### config.mk
export PLATFORM = sky130hd
export DESIGN_NAME = circular_moving_average_top_flat
export DESIGN_NICKNAME = d
export VERILOG_FILES = /design/src/design/cma_pkg.sv /design/src/design/cma_if.sv /design/src/design/cma_queue.sv /design/src/design/cma_front.sv /design/src/design/cma_back.sv /design/src/design/circular_moving_average_top.sv /design/src/flat_wrapper.sv
export SDC_FILE = /design/constraint.sdc
export NUM_CORES = 2
export LEC_CHECK = 0
export BUFFER_PORTS_ARGS = -buffer_cell sky130_fd_sc_hd__buf_4
export CAP_MARGIN = 20
export CORE_MARGIN = 1.5
export CORE_UTILIZATION = 30
export CTS_BUF_LIST = sky130_fd_sc_hd__clkbuf_8
export DETAILED_ROUTE_END_ITERATION = 10
export HOLD_SLACK_MARGIN = 0.12
export PLACE_DENSITY_LB_ADDON = 0.08
export SLEW_MARGIN = 20
export SYNTH_ARGS = -nofsm -noshare
export SYNTH_HDL_FRONTEND = slang
export SYNTH_HIERARCHICAL = 1
export SYNTH_SLANG_ARGS = --single-unit
### constraint.sdc
create_clock -name clk -period 9.7 [get_ports clk]
set_input_delay 1.94 -clock clk [delete_from_list [all_inputs] [get_ports clk]]
set_output_delay 1.94 -clock clk [all_outputs]
set_load 0.01 [all_outputs]
### src/design/cma_pkg.sv
// ----------------------------------------------------------------------------
// cma_pkg: shared types and constants of the circular moving average
// Register codes, widths of the fields, the command word that travels from
// the front end to the back end, and the control group from the top level.
// ----------------------------------------------------------------------------
package cma_pkg;

    // Field and register widths
    localparam int SAMPLE_W   = 16;
    localparam int CFG_WIN_W  = 7;
    localparam int CFG_REC_W  = 15;
    localparam int APB_ADDR_W = 3;
    localparam int APB_DATA_W = 32;

    // Effective window and record values, wide enough for the largest build
    localparam int WIN_EFF_W = 9;
    localparam int REC_EFF_W = 17;

    // Command word field widths, sized for the largest build
    localparam int CMD_ADDR_W = 8;
    localparam int CMD_IDX_W  = 16;

    // Command queue between front and back end
    localparam int QUEUE_DEPTH = 4;
    localparam int QUEUE_AW    = 2;

    // Register reset values
    localparam logic [CFG_WIN_W-1:0] WIN_RESET = 7'd40;
    localparam logic [CFG_REC_W-1:0] REC_RESET = 15'd12000;

    // Register indexes (address bit 2)
    localparam logic REG_WINDOW = 1'b0;
    localparam logic REG_RECORD = 1'b1;

    typedef enum logic {
        CMD_SAMPLE,
        CMD_WRAP
    } cmd_kind_t;

    // One unit of work for the back end
    typedef struct packed {
        cmd_kind_t                   kind;
        logic signed [SAMPLE_W-1:0]  x;        // new sample
        logic [CMD_IDX_W-1:0]        idx;      // record position of the result
        logic [CMD_ADDR_W-1:0]       tail_wa;  // delay line write slot
        logic [CMD_ADDR_W-1:0]       tail_ra;  // delay line read slot
        logic [CMD_ADDR_W-1:0]       head_a;   // head store slot
        logic                        sub;      // drop the oldest sample
        logic                        head_we;  // keep sample for the wrap
        logic                        emit;     // produces a result
        logic                        end_rec;  // last sample of the record
        logic                        last;     // last result of the item
    } cmd_t;

    // Control group from the register block
    typedef struct packed {
        logic                  restart;
        logic [WIN_EFF_W-1:0]  win;
        logic [REC_EFF_W-1:0]  rec;
    } ctl_t;

    // Result tag carried alongside the divide pipeline
    typedef struct packed {
        logic [CMD_IDX_W-1:0] idx;
        logic                 last;
    } tag_t;

endpackage

### src/design/cma_if.sv
// ----------------------------------------------------------------------------
// cma_if: stream channels of the circular moving average
// Valid/ready channels for input samples and for averaged results.
// ----------------------------------------------------------------------------
interface cma_in_if;
    logic               valid;
    logic               ready;
    logic signed [15:0] sample_value;

    modport source (output valid, output sample_value, input ready);
    modport sink   (input valid, input sample_value, output ready);
endinterface

interface cma_out_if #(parameter int IDX_W = 14);
    logic               valid;
    logic               ready;
    logic signed [15:0] average_value;
    logic [IDX_W-1:0]   sample_index;
    logic               last_of_run;

    modport source (output valid, output average_value, output sample_index,
                    output last_of_run, input ready);
    modport sink   (input valid, input average_value, input sample_index,
                    input last_of_run, output ready);
endinterface

### src/design/cma_queue.sv
// ----------------------------------------------------------------------------
// cma_queue: command queue between front and back end
// Small register FIFO so that sample intake and result output stall apart.
// ----------------------------------------------------------------------------
module cma_queue (
    input  logic          clk,
    input  logic          rst_n,
    input  logic          push,
    input  cma_pkg::cmd_t push_cmd,
    output logic          full,
    input  logic          pop,
    output logic          valid,
    output cma_pkg::cmd_t head
);
    import cma_pkg::*;

    cmd_t                entry_reg [QUEUE_DEPTH];
    logic [QUEUE_AW-1:0] wr_ptr_reg;
    logic [QUEUE_AW-1:0] rd_ptr_reg;
    logic [QUEUE_AW:0]   count_reg;
    logic                do_push;
    logic                do_pop;

    assign full    = (count_reg == (QUEUE_AW+1)'(QUEUE_DEPTH));
    assign valid   = (count_reg != '0);
    assign head    = entry_reg[rd_ptr_reg];
    assign do_push = push && !full;
    assign do_pop  = pop && valid;

    // Pointers and fill level
    always_ff @(posedge clk or negedge rst_n)
    begin
        if (!rst_n)
        begin
            wr_ptr_reg <= '0;
            rd_ptr_reg <= '0;
            count_reg  <= '0;
        end
        else
        begin
            if (do_push)
                wr_ptr_reg <= wr_ptr_reg + QUEUE_AW'(1);
            if (do_pop)
                rd_ptr_reg <= rd_ptr_reg + QUEUE_AW'(1);
            if (do_push && !do_pop)
                count_reg <= count_reg + (QUEUE_AW+1)'(1);
            else if (do_pop && !do_push)
                count_reg <= count_reg - (QUEUE_AW+1)'(1);
        end
    end

    // Entry storage
    always_ff @(posedge clk)
    begin
        if (do_push)
            entry_reg[wr_ptr_reg] <= push_cmd;
    end

endmodule

### src/design/cma_front.sv
// ----------------------------------------------------------------------------
// cma_front: sample intake and command sequencer
// Tracks the record position, classifies each sample and, after the last
// sample of a record, issues one wrap command per wrapped position.
// ----------------------------------------------------------------------------
module cma_front #(
    parameter int WINDOW_MAX = 64,
    parameter int RECORD_MAX = 16384
) (
    input  logic          clk,
    input  logic          rst_n,
    input  cma_pkg::ctl_t ctl,
    cma_in_if.sink        sample_in,
    input  logic          q_full,
    output logic          q_push,
    output cma_pkg::cmd_t q_cmd
);
    import cma_pkg::*;

    localparam int IDX_W = $clog2(RECORD_MAX);
    localparam int AW    = $clog2(WINDOW_MAX);

    typedef enum logic {
        ST_SAMPLE,
        ST_WRAP
    } state_t;

    state_t           state_reg;
    logic [IDX_W-1:0] count_reg;
    logic [AW-1:0]    k_reg;

    logic [REC_EFF_W-1:0] pos;
    logic [REC_EFF_W-1:0] win;
    logic [REC_EFF_W-1:0] rec;
    logic                 take;
    logic                 is_end;
    logic                 is_emit;
    logic                 wrap_last;

    assign win       = REC_EFF_W'(ctl.win);
    assign rec       = ctl.rec;
    assign pos       = REC_EFF_W'(count_reg);
    assign is_end    = (pos + REC_EFF_W'(1)) >= rec;
    assign is_emit   = (pos + REC_EFF_W'(1)) >= win;
    assign wrap_last = (REC_EFF_W'(k_reg) == (win - REC_EFF_W'(2)));

    assign sample_in.ready = (state_reg == ST_SAMPLE) && !q_full;
    assign take            = (state_reg == ST_SAMPLE) && sample_in.valid && !q_full;
    assign q_push          = take || ((state_reg == ST_WRAP) && !q_full);

    // Command build
    always_comb
    begin
        q_cmd = '0;
        unique case (state_reg)
            ST_SAMPLE:
            begin
                q_cmd.kind    = CMD_SAMPLE;
                q_cmd.x       = sample_in.sample_value;
                q_cmd.idx     = CMD_IDX_W'(count_reg);
                q_cmd.tail_wa = CMD_ADDR_W'(count_reg[AW-1:0]);
                q_cmd.tail_ra = CMD_ADDR_W'(count_reg[AW-1:0] - win[AW-1:0]);
                q_cmd.head_a  = CMD_ADDR_W'(count_reg[AW-1:0]);
                q_cmd.sub     = (pos >= win);
                q_cmd.head_we = !is_emit;
                q_cmd.emit    = is_emit;
                q_cmd.end_rec = is_end;
                q_cmd.last    = is_emit && (!is_end || (win == REC_EFF_W'(1)));
            end
            ST_WRAP:
            begin
                // position k takes back head sample k and drops record
                // position n-w+k
                q_cmd.kind    = CMD_WRAP;
                q_cmd.idx     = CMD_IDX_W'(k_reg);
                q_cmd.tail_ra = CMD_ADDR_W'(rec[AW-1:0] - win[AW-1:0] + k_reg);
                q_cmd.head_a  = CMD_ADDR_W'(k_reg);
                q_cmd.emit    = 1'b1;
                q_cmd.last    = wrap_last;
            end
            default:
            begin
                q_cmd = '0;
            end
        endcase
    end

    // Sequencer
    always_ff @(posedge clk or negedge rst_n)
    begin
        if (!rst_n)
        begin
            state_reg <= ST_SAMPLE;
            count_reg <= '0;
            k_reg     <= '0;
        end
        else if (ctl.restart)
        begin
            state_reg <= ST_SAMPLE;
            count_reg <= '0;
            k_reg     <= '0;
        end
        else
        begin
            unique case (state_reg)
                ST_SAMPLE:
                begin
                    if (take)
                    begin
                        if (is_end)
                        begin
                            count_reg <= '0;
                            k_reg     <= '0;
                            if (win > REC_EFF_W'(1))
                                state_reg <= ST_WRAP;
                        end
                        else
                        begin
                            count_reg <= count_reg + IDX_W'(1);
                        end
                    end
                end
                ST_WRAP:
                begin
                    if (!q_full)
                    begin
                        if (wrap_last)
                            state_reg <= ST_SAMPLE;
                        else
                            k_reg <= k_reg + AW'(1);
                    end
                end
                default:
                begin
                    state_reg <= ST_SAMPLE;
                end
            endcase
        end
    end

endmodule

### src/design/cma_back.sv
// ----------------------------------------------------------------------------
// cma_back: sample stores, running sum and divide pipeline
// Executes commands: delay line and head store access, running and wrap
// sums, then division by the window through a reciprocal multiply.
// ----------------------------------------------------------------------------
module cma_back #(
    parameter int WINDOW_MAX = 64,
    parameter int RECORD_MAX = 16384
) (
    input  logic          clk,
    input  logic          rst_n,
    input  cma_pkg::ctl_t ctl,
    input  logic          q_valid,
    input  cma_pkg::cmd_t q_cmd,
    output logic          q_pop,
    cma_out_if.source     result_out
);
    import cma_pkg::*;

    localparam int AW     = $clog2(WINDOW_MAX);
    localparam int DEPTH  = 2 ** AW;
    localparam int EW     = $clog2(WINDOW_MAX + 1);
    localparam int IDX_W  = $clog2(RECORD_MAX);
    localparam int SUM_W  = SAMPLE_W + AW;
    // exact for |sum| <= WINDOW_MAX * 2^15 with reciprocal error below w
    localparam int K      = SAMPLE_W + 2 * AW;
    localparam int RCP_W  = K + 1;
    localparam int PROD_W = SUM_W + RCP_W;

    // Reciprocal table: ceil(2^K / w)
    logic [RCP_W-1:0] rcp_tab [WINDOW_MAX+1];
    assign rcp_tab[0] = '0;
    for (genvar g = 1; g <= WINDOW_MAX; g++)
    begin : g_rcp
        localparam logic [63:0] RcpVal = ((64'd1 << K) + 64'(g) - 64'd1) / 64'(g);
        assign rcp_tab[g] = RcpVal[RCP_W-1:0];
    end

    // Sample stores
    logic signed [SAMPLE_W-1:0] tail_mem [DEPTH];
    logic signed [SAMPLE_W-1:0] head_mem [DEPTH];
    logic signed [SAMPLE_W-1:0] tail_rd_reg;
    logic signed [SAMPLE_W-1:0] head_rd_reg;

    // Pipeline registers
    logic                       a_valid_reg;
    cmd_t                       a_cmd_reg;
    logic signed [SUM_W-1:0]    sum_reg;
    logic signed [SUM_W-1:0]    acc_reg;
    logic                       b_valid_reg;
    logic signed [SUM_W-1:0]    b_sum_reg;
    tag_t                       b_tag_reg;
    logic                       c_valid_reg;
    logic                       c_neg_reg;
    logic [SUM_W-1:0]           c_mag_reg;
    logic [RCP_W-1:0]           c_rcp_reg;
    tag_t                       c_tag_reg;
    logic                       d_valid_reg;
    logic                       d_neg_reg;
    logic [PROD_W-1:0]          d_prod_reg;
    tag_t                       d_tag_reg;
    logic                       out_valid_reg;
    logic signed [SAMPLE_W-1:0] out_avg_reg;
    tag_t                       out_tag_reg;

    logic                       adv;
    logic                       pop;
    logic signed [SUM_W-1:0]    tail_sub;
    logic signed [SUM_W-1:0]    win_sum;
    logic signed [SUM_W-1:0]    wrap_sum;
    logic signed [SUM_W-1:0]    emit_val;
    logic [SUM_W-1:0]           mag;
    logic [SAMPLE_W-1:0]        quot;

    // Whole pipeline moves when the output register is free
    assign adv   = !out_valid_reg || result_out.ready;
    assign pop   = adv && q_valid;
    assign q_pop = pop;

    // Store access: one write and one registered read per store
    always_ff @(posedge clk)
    begin
        if (pop)
        begin
            if (q_cmd.kind == CMD_SAMPLE)
                tail_mem[q_cmd.tail_wa[AW-1:0]] <= q_cmd.x;
            if (q_cmd.head_we)
                head_mem[q_cmd.head_a[AW-1:0]] <= q_cmd.x;
            tail_rd_reg <= tail_mem[q_cmd.tail_ra[AW-1:0]];
            head_rd_reg <= head_mem[q_cmd.head_a[AW-1:0]];
        end
    end

    // Window sums
    assign tail_sub = a_cmd_reg.sub ? SUM_W'(tail_rd_reg) : SUM_W'(0);
    assign win_sum  = sum_reg - tail_sub + SUM_W'(a_cmd_reg.x);
    assign wrap_sum = acc_reg + SUM_W'(head_rd_reg) - SUM_W'(tail_rd_reg);
    assign emit_val = (a_cmd_reg.kind == CMD_SAMPLE) ? win_sum : wrap_sum;

    // Sign and magnitude for the divide
    assign mag  = b_sum_reg[SUM_W-1] ? SUM_W'(-b_sum_reg) : SUM_W'(b_sum_reg);
    assign quot = d_prod_reg[K +: SAMPLE_W];

    // Control state
    always_ff @(posedge clk or negedge rst_n)
    begin
        if (!rst_n)
        begin
            a_valid_reg   <= 1'b0;
            b_valid_reg   <= 1'b0;
            c_valid_reg   <= 1'b0;
            d_valid_reg   <= 1'b0;
            out_valid_reg <= 1'b0;
            sum_reg       <= '0;
        end
        else
        begin
            if (adv)
            begin
                a_valid_reg   <= q_valid;
                b_valid_reg   <= a_valid_reg && a_cmd_reg.emit;
                c_valid_reg   <= b_valid_reg;
                d_valid_reg   <= c_valid_reg;
                out_valid_reg <= d_valid_reg;
            end
            if (ctl.restart)
                sum_reg <= '0;
            else if (adv && a_valid_reg && (a_cmd_reg.kind == CMD_SAMPLE))
                sum_reg <= a_cmd_reg.end_rec ? SUM_W'(0) : win_sum;
        end
    end

    // Payload stages
    always_ff @(posedge clk)
    begin
        if (adv)
        begin
            a_cmd_reg <= q_cmd;

            if (a_valid_reg)
                acc_reg <= emit_val;
            b_sum_reg     <= emit_val;
            b_tag_reg.idx  <= a_cmd_reg.idx;
            b_tag_reg.last <= a_cmd_reg.last;

            c_neg_reg <= b_sum_reg[SUM_W-1];
            c_mag_reg <= mag;
            c_rcp_reg <= rcp_tab[ctl.win[EW-1:0]];
            c_tag_reg <= b_tag_reg;

            d_neg_reg  <= c_neg_reg;
            d_prod_reg <= PROD_W'(c_mag_reg) * PROD_W'(c_rcp_reg);
            d_tag_reg  <= c_tag_reg;

            out_avg_reg <= d_neg_reg ? SAMPLE_W'(-quot) : SAMPLE_W'(quot);
            out_tag_reg <= d_tag_reg;
        end
    end

    assign result_out.valid         = out_valid_reg;
    assign result_out.average_value = out_avg_reg;
    assign result_out.sample_index  = out_tag_reg.idx[IDX_W-1:0];
    assign result_out.last_of_run   = out_tag_reg.last;

endmodule

### src/design/circular_moving_average_top.sv
// ----------------------------------------------------------------------------
// circular_moving_average_top: circular boxcar moving average
// Register block, front end, command queue and back end.
// ----------------------------------------------------------------------------
// Samples of a record are taken one per clock while the command queue has
// room; each sample from position window-1 on offers its average once it
// has passed the command queue and the back end's a, b, c, d and output
// registers. After the last sample of a record the front end issues the
// wrapped positions 0..window-2 and takes no sample until all are issued.
// The back end runs one command per cycle through one write and one read
// port on each sample store and a reciprocal multiply, and the whole back
// pipeline holds while the output register waits. Writing either register
// restarts the record; write only while no sample or result is in flight.
module circular_moving_average_top #(
    parameter int WINDOW_MAX = 64,
    parameter int RECORD_MAX = 16384
) (
    input  logic        clk,
    input  logic        rst_n,
    input  logic        psel,
    input  logic        penable,
    input  logic        pwrite,
    input  logic [2:0]  paddr,
    input  logic [31:0] pwdata,
    output logic [31:0] prdata,
    output logic        pready,
    cma_in_if.sink      sample_in,
    cma_out_if.source   result_out
);
    import cma_pkg::*;

    logic [CFG_WIN_W-1:0] win_reg;
    logic [CFG_REC_W-1:0] rec_reg;
    logic                 cfg_wr;
    ctl_t                 ctl;
    logic                 q_full;
    logic                 q_push;
    cmd_t                 q_cmd_in;
    logic                 q_valid;
    logic                 q_pop;
    cmd_t                 q_cmd_out;

    assign pready = 1'b1;
    assign cfg_wr = psel && penable && pwrite;

    // Configuration registers
    always_ff @(posedge clk or negedge rst_n)
    begin
        if (!rst_n)
        begin
            win_reg <= WIN_RESET;
            rec_reg <= REC_RESET;
        end
        else if (cfg_wr)
        begin
            unique case (paddr[2])
                REG_WINDOW: win_reg <= pwdata[CFG_WIN_W-1:0];
                REG_RECORD: rec_reg <= pwdata[CFG_REC_W-1:0];
                default:    win_reg <= win_reg;
            endcase
        end
    end

    // Read back
    always_comb
    begin
        unique case (paddr[2])
            REG_WINDOW: prdata = APB_DATA_W'(win_reg);
            REG_RECORD: prdata = APB_DATA_W'(rec_reg);
            default:    prdata = '0;
        endcase
    end

    // Effective window and record length
    always_comb
    begin
        logic [WIN_EFF_W-1:0] win_ext;
        logic [REC_EFF_W-1:0] rec_ext;
        logic [REC_EFF_W-1:0] rec_cl;
        win_ext = WIN_EFF_W'(win_reg);
        rec_ext = REC_EFF_W'(rec_reg);
        if (win_reg == '0)
            ctl.win = WIN_EFF_W'(1);
        else if (win_ext > WIN_EFF_W'(WINDOW_MAX))
            ctl.win = WIN_EFF_W'(WINDOW_MAX);
        else
            ctl.win = win_ext;
        if (rec_ext > REC_EFF_W'(RECORD_MAX))
            rec_cl = REC_EFF_W'(RECORD_MAX);
        else
            rec_cl = rec_ext;
        if (rec_cl < REC_EFF_W'(ctl.win))
            ctl.rec = REC_EFF_W'(ctl.win);
        else
            ctl.rec = rec_cl;
        ctl.restart = cfg_wr;
    end

    cma_front #(
        .WINDOW_MAX (WINDOW_MAX),
        .RECORD_MAX (RECORD_MAX)
    ) u_cma_front (
        .clk       (clk),
        .rst_n     (rst_n),
        .ctl       (ctl),
        .sample_in (sample_in),
        .q_full    (q_full),
        .q_push    (q_push),
        .q_cmd     (q_cmd_in)
    );

    cma_queue u_cma_queue (
        .clk      (clk),
        .rst_n    (rst_n),
        .push     (q_push),
        .push_cmd (q_cmd_in),
        .full     (q_full),
        .pop      (q_pop),
        .valid    (q_valid),
        .head     (q_cmd_out)
    );

    cma_back #(
        .WINDOW_MAX (WINDOW_MAX),
        .RECORD_MAX (RECORD_MAX)
    ) u_cma_back (
        .clk        (clk),
        .rst_n      (rst_n),
        .ctl        (ctl),
        .q_valid    (q_valid),
        .q_cmd      (q_cmd_out),
        .q_pop      (q_pop),
        .result_out (result_out)
    );

endmodule

### src/flat_wrapper.sv
// flat-port wrapper written by rule: the top's interface ports become plain ports
module circular_moving_average_top_flat import cma_pkg::*;
#(
    parameter int WINDOW_MAX = 64,
    parameter int RECORD_MAX = 16384
)
  (clk, rst_n, psel, penable, pwrite, paddr, pwdata, prdata, pready, sample_in_valid, sample_in_sample_value, sample_in_ready, result_out_valid, result_out_average_value, result_out_sample_index, result_out_last_of_run, result_out_ready);
  cma_in_if sample_in_i ();
  cma_out_if result_out_i ();
  input  logic clk;
  input  logic rst_n;
  input  logic psel;
  input  logic penable;
  input  logic pwrite;
  input  logic [2:0] paddr;
  input  logic [31:0] pwdata;
  output logic [31:0] prdata;
  output logic pready;
  input wire logic [$bits(sample_in_i.valid)-1:0] sample_in_valid;
  input wire logic [$bits(sample_in_i.sample_value)-1:0] sample_in_sample_value;
  output wire logic [$bits(sample_in_i.ready)-1:0] sample_in_ready;
  output wire logic [$bits(result_out_i.valid)-1:0] result_out_valid;
  output wire logic [$bits(result_out_i.average_value)-1:0] result_out_average_value;
  output wire logic [$bits(result_out_i.sample_index)-1:0] result_out_sample_index;
  output wire logic [$bits(result_out_i.last_of_run)-1:0] result_out_last_of_run;
  input wire logic [$bits(result_out_i.ready)-1:0] result_out_ready;
  assign sample_in_i.valid = sample_in_valid;
  assign sample_in_i.sample_value = sample_in_sample_value;
  assign sample_in_ready = sample_in_i.ready;
  assign result_out_valid = result_out_i.valid;
  assign result_out_average_value = result_out_i.average_value;
  assign result_out_sample_index = result_out_i.sample_index;
  assign result_out_last_of_run = result_out_i.last_of_run;
  assign result_out_i.ready = result_out_ready;
  circular_moving_average_top #(.WINDOW_MAX(WINDOW_MAX), .RECORD_MAX(RECORD_MAX)) u_core (.clk(clk), .rst_n(rst_n), .psel(psel), .penable(penable), .pwrite(pwrite), .paddr(paddr), .pwdata(pwdata), .prdata(prdata), .pready(pready), .sample_in(sample_in_i), .result_out(result_out_i));
endmodule
==> impl_metrics.env <==
export IMPL_grt_max_degree=130
export IMPL_dp_cells=13100
export IMPL_vias=68200
export IMPL_cts_sinks=2597
export IMPL_num_io_pins=124
export IMPL_timing_final_hold_violations=0
export IMPL_grt_pass1_vias=72500
export IMPL_drt_antenna_violating_nets=0
export IMPL_layout_nets=8982
export IMPL_via_per_inst=4.90
export IMPL_drt_initial_drc_count=5423
export IMPL_relSlewSlack_pct=22.0
export IMPL_port_buffers=86
export IMPL_critPathRequiredTime_ps=10500
export IMPL_clk_path_buf_depth=4
export IMPL_fmax_ghz=0.122
export IMPL_yosys_warnings=6
export IMPL_setup_viol=0
export IMPL_crit_path_end_kind="flop"
export IMPL_core_area_sq_um=406000
export IMPL_dp_hpwl_um=225000
export IMPL_grt_remaining_overflow=0
export IMPL_path_cells="buf_4 -> nand2_1 -> fa_1 -> fa_1 -> inv_1 -> fa_1 -> fa_1 -> fa_1 -> fa_1 -> fa_1 -> ha_1 -> and3_1 -> nand2_1 -> nor2_1 -> nand3_1 -> a21oi_1 -> nor3_2 -> o311ai_1 -> a21oi_1 -> xnor2_1"
export IMPL_skew_ps=92.0
export IMPL_min_period_ps=8200
export IMPL_ctsResizeCount=0
export IMPL_grt_pass1_wl_um=529000
export IMPL_worstPathArrival_ps=9010
export IMPL_hold_class="flop to flop"
export IMPL_cap_violations=0
export IMPL_violations="design-rule violations"
export IMPL_rsz0062_at_grt="no"
export IMPL_setup_tns_ps=0
export IMPL_syn_area_per_cell_sq_um=15.8
export IMPL_critPathMaxStageDelay_ps=1010
export IMPL_clock_root_buffer="clkbuf_8"
export IMPL_cp_common_cell="fa_1"
export IMPL_startpoint_type="flop"
export IMPL_drt_wl_total_um=368000
export IMPL_drtPass1Iterations=8
export IMPL_worstMarginPinSlew_ps=1170
export IMPL_final_cells=13900
export IMPL_insertion_delay_ps=1160
export IMPL_initial_utilization_pct=30.1
export IMPL_post_cts_buffers=0
export IMPL_wl_met2_um=175000
export IMPL_cts_tree="built"
export IMPL_dieArea_sq_um=412000
export IMPL_die_h_um=642
export IMPL_cts_buffers=455
export IMPL_worstPathBufferInverterCount=2
export IMPL_status="finished with violations"
export IMPL_hold_buffers=0
export IMPL_wl_met1_um=167000
export IMPL_htree_num_levels=5
export IMPL_fill_cells=39300
export IMPL_final_layout_size_suffix_gt1_share_pct=16.8
export IMPL_syn_instance_count=7733
export IMPL_maxSlewViolCount=0
export IMPL_cp_max_fo=16
export IMPL_top_layer="met4"
export IMPL_rows=234
export IMPL_grtUsageTotal_pct=17.8
export IMPL_route_met3_wl_um=18000
export IMPL_drc=27
export IMPL_min_period_over_period_pct=84.6
export IMPL_antenna_found_initial=37
export IMPL_wl_per_cell_um=26.4
export IMPL_critPathKind="flop to flop"
export IMPL_clkTransAtPathRegs_ps=60
export IMPL_place_congestion=0.795
export IMPL_slowest_stage="edfxtp_1"
export IMPL_fp_dieW_um=642
export IMPL_synthToLayoutAreaGrowth_pct=13.3
export IMPL_syn_cell_area_sq_um=122000
export IMPL_critPathTopFamily="adder cells"
## layout make-up
cell class / count / area [sq um] / area share, %
sequential: 2597 / 77600 / 56.0
tap: 5428 / 6790 / 4.90
antenna: 27 / 67.6 / 0.0487
multi-input combinational: 3976 / 40400 / 29.2
clock buffer: 457 / 6290 / 4.54
timing repair buffer: 341 / 2760 / 1.99
inverter: 739 / 2770 / 2.00
clock inverter: 366 / 1950 / 1.40
## cell usage in the layout, fill, tap and decap left out, types with 29 or more instances in the layout
master       n
mux4_2     368
a22oi_1    338
conb_1      29
clkinv_2    39
a31oi_1     97
a221oi_1    99
a22o_1     105
nand3_1     48
buf_4      326
ha_1       251
nor2b_1     59
xnor2_1     95
clkinv_1   119
mux2_2      45
inv_1      898
fa_1       563
clkbuf_8   457
o21ai_0    129
nor2_2      35
dfrtp_1     65
xor2_1      43
nor2_1     211
a21oi_1    183
nand2_1    553
nand4_1     61
and2_1     273
a21o_1      35
edfxtp_1  2520
## final timing paths
| path | to | slack [ps] | start | depth (start not counted) |
|---|---|---|---|---|
| max | u_core/u_cma_back/d_prod_reg[42] | 1500 | u_core/u_cma_back/c_mag_reg[5] | 20 |
| min | u_core/u_cma_back/d_tag_reg[13] | 390 | u_core/u_cma_back/c_tag_reg[13] | 0 |
| max reg2reg | u_core/u_cma_back/d_prod_reg[42] | 1500 | u_core/u_cma_back/c_mag_reg[5] | 20 |
| min reg2reg | u_core/u_cma_back/d_tag_reg[13] | 390 | u_core/u_cma_back/c_tag_reg[13] | 0 |
| max in group asynchronous | u_core/u_cma_back/sum_reg[9] | 7690 | rst_n | 2 |
| min in group asynchronous | u_core/rec_reg[12] | 690 | rst_n | 1 |
## routing by layer
| layer | vias to the layer above | global-route usage, % |
|---|---|---|
| met5 | - | 0 |
| met4 | 0 | 3.95 |
| met3 | 469 | 2.77 |
| met2 | 1653 | 29.4 |
| met1 | 36400 | 24.7 |
| li1 | 29700 | - |
## metrics by stage
stage | cell area (sq um) | worst slack (ps) | hold WS, ps | util (%)
global route | 139000 | 1070 | 384 | 34.1
detailed placement | 130000 | 1500 | 405 | 32.1
floorplan | 122000 | 2520 | 400 | -
finish | 139000 | 1500 | 388 | 34.1
CTS | 139000 | 1390 | 392 | 34.1
global placement | 130000 | 1470 | 403 | 32.1
Power is left out: the tool's default activity adds up to more than one toggle a clock period on the data nets, which glitch-free logic cannot reach.
